==> config.mk <==
export PLATFORM = sky130hd
export DESIGN_NAME = rbad_ctrl
export DESIGN_NICKNAME = d
export VERILOG_FILES = /design/src/rbad_pkg.sv /design/src/rbad_ctrl.sv
export SDC_FILE = /design/constraint.sdc
export NUM_CORES = 1
export LEC_CHECK = 0
export ABC_AREA = 1
export BUFFER_PORTS_ARGS = -buffer_cell sky130_fd_sc_hd__buf_4
export CORE_ASPECT_RATIO = 1.1
export CORE_MARGIN = 4
export CORE_UTILIZATION = 25
export DETAILED_ROUTE_END_ITERATION = 7
export SYNTH_ARGS = -nofsm -noshare
export SYNTH_HDL_FRONTEND = slang
export SYNTH_SLANG_ARGS = --single-unit
export TNS_END_PERCENT = 50
==> constraint.sdc <==
create_clock -name clk -period 1.7 [get_ports clk]
set_clock_uncertainty 0.15 [all_clocks]
set_input_delay 0.17 -clock clk [delete_from_list [all_inputs] [get_ports clk]]
set_output_delay 0.17 -clock clk [all_outputs]
set_load 0.005 [all_outputs]
==> src/rbad_pkg.sv <==
// Shared types, constants and codes of the RGBA box-average downscaler.
`default_nettype none
package rbad_pkg;

	localparam int SIZE_W            = 14;
	localparam int CH_W              = 8;
	localparam int SUM_W             = 34;
	localparam int CNT_W             = 27;
	localparam int PROD_W            = 2 * SIZE_W;
	localparam int CFG_IDX_W         = 2;
	localparam int AVG_STEPS         = CH_W;
	localparam int DIM_STEPS         = SIZE_W;
	localparam int STEP_W            = 4;
	localparam int DEF_MAX_IMAGE_DIM = 8192;
	localparam logic [SIZE_W-1:0] RST_SRC_W = SIZE_W'(1);
	localparam logic [SIZE_W-1:0] RST_SRC_H = SIZE_W'(1);
	localparam logic [SIZE_W-1:0] RST_MAX_W = SIZE_W'(3840);
	localparam logic [SIZE_W-1:0] RST_MAX_H = SIZE_W'(2560);

	typedef enum logic [CFG_IDX_W-1:0] {
		REG_SRC_W,
		REG_SRC_H,
		REG_MAX_W,
		REG_MAX_H
	} cfg_reg_t;

	typedef struct packed {
		logic [CH_W-1:0] red_in;
		logic [CH_W-1:0] green_in;
		logic [CH_W-1:0] blue_in;
		logic [CH_W-1:0] alpha_in;
	} pix_in_t;

	typedef struct packed {
		logic [CH_W-1:0]   red_out;
		logic [CH_W-1:0]   green_out;
		logic [CH_W-1:0]   blue_out;
		logic [CH_W-1:0]   alpha_out;
		logic [SIZE_W-1:0] dest_width;
		logic [SIZE_W-1:0] dest_height;
		logic              image_done;
	} pix_out_t;

	typedef enum logic [3:0] {
		OP_NONE,
		OP_SCALE_A,
		OP_SCALE_B,
		OP_SCALE_C,
		OP_DIM_LOAD,
		OP_DIM_STEP,
		OP_ACCEPT,
		OP_UPDATE,
		OP_AVG_STEP,
		OP_OUT_LOAD
	} dp_op_t;

	typedef struct packed {
		dp_op_t op;
		logic   sel_h;
		logic   last;
	} dp_cmd_t;

	typedef struct packed {
		logic last_box;
		logic out_free;
	} dp_status_t;

	typedef enum logic [3:0] {
		S_SCALE_A,
		S_SCALE_B,
		S_SCALE_C,
		S_DIM_LOAD,
		S_DIM_DIV,
		S_IDLE,
		S_UPDATE,
		S_AVG,
		S_OUT
	} ctl_state_t;

endpackage
`default_nettype wire

==> src/rbad_ctrl.sv <==
// Controller state machine sequencing scale setup, accumulation and averaging.
`default_nettype none
module rbad_ctrl (
	input  wire logic                clk,
	input  wire logic                arst_n,
	input  wire logic                cfg_we,
	input  wire logic                in_valid,
	output logic                     in_stall,
	input  rbad_pkg::dp_status_t     status,
	output rbad_pkg::dp_cmd_t        cmd
);
	import rbad_pkg::*;

	ctl_state_t          state_q, state_nxt;
	logic                sel_h_q, sel_h_nxt;
	logic [STEP_W-1:0]   cnt_q, cnt_nxt;

	// State, step counter and dimension select registers.
	always_ff @(posedge clk or negedge arst_n) begin
		if (!arst_n) begin
			state_q <= S_SCALE_A;
			sel_h_q <= 1'b0;
			cnt_q   <= '0;
		end else begin
			state_q <= state_nxt;
			sel_h_q <= sel_h_nxt;
			cnt_q   <= cnt_nxt;
		end
	end

	// Next state and datapath commands.
	always_comb begin
		state_nxt = state_q;
		sel_h_nxt = sel_h_q;
		cnt_nxt   = cnt_q;
		cmd.op    = OP_NONE;
		cmd.sel_h = sel_h_q;
		cmd.last  = 1'b0;
		in_stall  = 1'b1;
		case (state_q)
			S_SCALE_A: begin
				cmd.op    = OP_SCALE_A;
				state_nxt = S_SCALE_B;
			end
			S_SCALE_B: begin
				cmd.op    = OP_SCALE_B;
				state_nxt = S_SCALE_C;
			end
			S_SCALE_C: begin
				cmd.op    = OP_SCALE_C;
				sel_h_nxt = 1'b0;
				state_nxt = S_DIM_LOAD;
			end
			S_DIM_LOAD: begin
				cmd.op    = OP_DIM_LOAD;
				cnt_nxt   = '0;
				state_nxt = S_DIM_DIV;
			end
			S_DIM_DIV: begin
				cmd.op  = OP_DIM_STEP;
				cnt_nxt = cnt_q + 1'b1;
				if (cnt_q == STEP_W'(DIM_STEPS - 1)) begin
					cmd.last = 1'b1;
					if (sel_h_q) begin
						state_nxt = S_IDLE;
					end else begin
						sel_h_nxt = 1'b1;
						state_nxt = S_DIM_LOAD;
					end
				end
			end
			S_IDLE: begin
				in_stall = 1'b0;
				if (in_valid) begin
					cmd.op    = OP_ACCEPT;
					state_nxt = S_UPDATE;
				end
			end
			S_UPDATE: begin
				cmd.op  = OP_UPDATE;
				cnt_nxt = '0;
				state_nxt = status.last_box ? S_AVG : S_IDLE;
			end
			S_AVG: begin
				cmd.op  = OP_AVG_STEP;
				cnt_nxt = cnt_q + 1'b1;
				if (cnt_q == STEP_W'(AVG_STEPS - 1)) begin
					state_nxt = S_OUT;
				end
			end
			S_OUT: begin
				if (status.out_free) begin
					cmd.op    = OP_OUT_LOAD;
					state_nxt = S_IDLE;
				end
			end
			default: begin
				state_nxt = S_SCALE_A;
			end
		endcase
		// A register write restarts the scale computation and the image.
		if (cfg_we) begin
			state_nxt = S_SCALE_A;
		end
	end

endmodule
`default_nettype wire

==> flow_metrics.py <==
metrics = {
    "worst_setup_path": {
        "crit_start": "state_q[0]$_DFFE_PN0P_",
        "end_kind": "primary output",
        "cp.required_ns": 1.38,
        "start_kind": "flop",
        "worstReg2RegStart": "cnt_q[1]$_DFFE_PN0P_",
        "path_max_fanout": 5,
        "critPathKind": "reg2out",
        "worstPathArrival_ns": 1.32,
    },
    "global_route": {
        "grt_pass1_vias": 679,
        "grt_pass1_wl_um": 2720,
        "antenna_found_initial": 0,
        "grt_overflow": 0,
        "grtUsageTotal_pct": 9.45,
        "grt_max_degree": 10,
    },
    "cts": {
        "htree_levels": 1,
        "root_buffer": "clkbuf_4",
        "cts_tree": "done",
        "clock_latency_ns": 0.26,
        "cts.sinks": 9,
        "path_clk_slew_ns": 0.06,
        "clockBufferDepth": 2,
        "numCtsBuffers": 3,
    },
    "floorplan": {
        "die_w_um": 58.1,
        "ios": 13,
        "fp.dieH_um": 63.1,
        "core_um2": 2570,
        "rows": 19,
        "fp.dieArea_um2": 3670,
        "initial_utilization_pct": 26.9,
    },
    "finish": {
        "register_area_um2": 230,
        "stdcell_count": 147,
        "finalInstanceArea_um2": 871,
        "area_delta_synth_final_pct": 26.1,
        "antennaDiodeCount": 0,
        "drive_gt1_share_pct": 35.3,
        "finalNetCount": 125,
        "multi_input_area_um2": 412,
        "nFillCells": 277,
    },
    "job": {
        "maxCapViolCount": 0,
    },
    "hold_path": {
        "hold_class": "in2reg",
        "worstHoldStart": "cfg_we",
    },
    "synthesis": {
        "yosys.cell_types.count": 22,
        "yosysMostFrequentCell": "nand2_1",
        "syn-num-nets": 107,
        "synth-xor-area-share_pct": 2.54,
        "ys_warn_count": 0,
        "synthAdderAreaFrac_pct": 3.62,
        "synth_ff_type": "dfrtp_1",
        "synthSimpleGateAreaFrac_pct": 40.6,
        "synth_commonest_cells": "nand2_1 (27), nor2_1 (11), inv_1 (10), nand3_1 (10), dfrtp_1 (9)",
        "synth_edf_count": 0,
        "netlist_top_cells_area": "dfrtp_1 (33%), nand2_1 (15%), nand3_1 (7.2%)",
        "syn_avg_cell_area_um2": 6.98,
        "async_flop_share_pct": 100,
        "synth_compound_area_share_pct": 9.96,
        "synth_top_area_cell": "dfrtp_1",
        "synth_area_um2": 691,
        "synth_cells": 99,
        "synth_top_family_by_area": "simple AND/OR/NAND/NOR gates",
        "yosysTopAreaCellShare_pct": 32.6,
        "ys_ff_latch": 9,
        "yosysSeqAreaShare_pct": 32.6,
        "synthMuxAreaShare_pct": 1.45,
    },
    "power": {
        "cellLeakagePower_uw": 0.000443,
        "irDropWorstVdd_v": 0.000449,
        "power.total_uw": 767,
        "p_per_area_nw_per_um2": 881,
    },
    "place": {
        "gp_congestion": 0.866,
        "placed_area_um2": 812,
        "port_buffers": 12,
        "dpl.hpwl_um": 1270,
        "dp.cells": 141,
    },
    "drt": {
        "drc": 0,
        "viasPerCell": 4.53,
        "vias": 666,
        "drtPass1Iterations": 4,
        "drt-initial-drc-count": 27,
        "ant_nets": 0,
        "wl_um": 1530,
        "wl_per_cell_um": 10.4,
    },
    "sta": {
        "setup_viol": 0,
        "drv_slew": 0,
        "hold_violations": 0,
        "rsz0062_at_grt": "no",
        "fmax_mhz": 609,
        "max_slew.worst_pin.slew_ns": 0.313,
        "relSlewSlack_pct": 79.0,
        "setup_tns_ns": 0,
        "fin_crit_sh_pct": 96.6,
        "post-route-min-period_ns": 1.64,
    },
    "run_status": {
        "status": "finished, final reports clean",
    },
}
[flip-flops by register name, indices dropped and copies added, names as in the netlist]
name / flops
state_q: 4
sel_h_q: 1
cnt_q: 4
[cell usage in the layout, fill, tap and decap left out, types with 2 or more instances in the layout]
cell type	instances
clkbuf_4	3
nor2_2	3
nand2_1	25
nor2_1	11
ha_1	2
nor2_4	3
nand2_4	2
inv_1	8
buf_4	13
nand3_1	9
nand2_2	4
dfrtp_1	5
dfrtp_2	4
o21ai_1	2
a21oi_1	2
inv_2	7
o22ai_1	3
[cell type report]
class | instances | area share, %
clock buffer | 4 | 3.02
inverter | 15 | 6.47
multi-input combinational | 74 | 47.3
sequential | 9 | 26.4
tap | 31 | 4.45
timing repair buffer | 14 | 12.4
[final timing paths]
check	endpoint	cells after the start	slack (ns)
setup / recovery	cmd[4]	6	0.06
hold / removal	state_q[1]$_DFFE_PN0P_	4	0.06
setup reg to reg	state_q[0]$_DFFE_PN0P_	9	0.21
hold reg to reg	cnt_q[0]$_DFFE_PN0P_	1	0.39
max in group asynchronous	state_q[2]$_DFFE_PN0P_	2	1.14
min in group asynchronous	state_q[3]$_DFFE_PN0P_	2	0.12
[what timing repair did]
action                                  in CTS  in global routing
setup buffers                                1                  0
hold endpoints to repair                     9                  0
hold buffers                                 1                  0
endpoints found under the setup margin       2                  4
gates resized for setup                      1                  8
pin swaps                                    0                  3
[critical path, cell delays in order, from the launching register on]
cell      delay [ns]
dfrtp_2         0.43
inv_2           0.05
nand2_2         0.07
inv_2           0.05
o211ai_1        0.22
nand3_1         0.11
buf_4           0.14
[power breakdown]
group / switching (uW) / leakage [uW] / internal, uW
Combinational: 175 / 0.000312 / 127
Sequential: 47.4 / 0.000116 / 253
Clock: 73.9 / 0.0000150 / 90.4
Total: 296 / 0.000443 / 471
[cell families after synthesis]
group,Yosys count
flip-flops,9
AND/OR/NAND/NOR,58
AO/OA/AOI/OAI,11
buffers and inverters,16
multiplexers,1
XOR/XNOR,2
adder cells (fa/ha/maj),2
[metrics by stage]
step | util (%) | setup slack, ns | hold slack (ns)
2_1_floorplan | - | 0.309 | -0.276
3_3_place_gp | 31.6 | 0.252 | -0.151
3_5_place_dp | 31.6 | 0.195 | -0.149
4_1_cts | 33.4 | 0.0153 | 0.0550
5_1_grt | 33.9 | 0.00531 | 0.0842
6_report | 33.9 | 0.0582 | 0.0567
[metal layers]
layer / up-vias / GRT usage (%) / wire, um
li1: 348 / - / -
met1: 301 / 11.4 / 714
met2: 15 / 15.4 / 707
met3: 2 / 0.612 / 83
met4: 0 / 6.96 / 28
met5: - / 0 / 0
(Power assumes the default switching activity.)
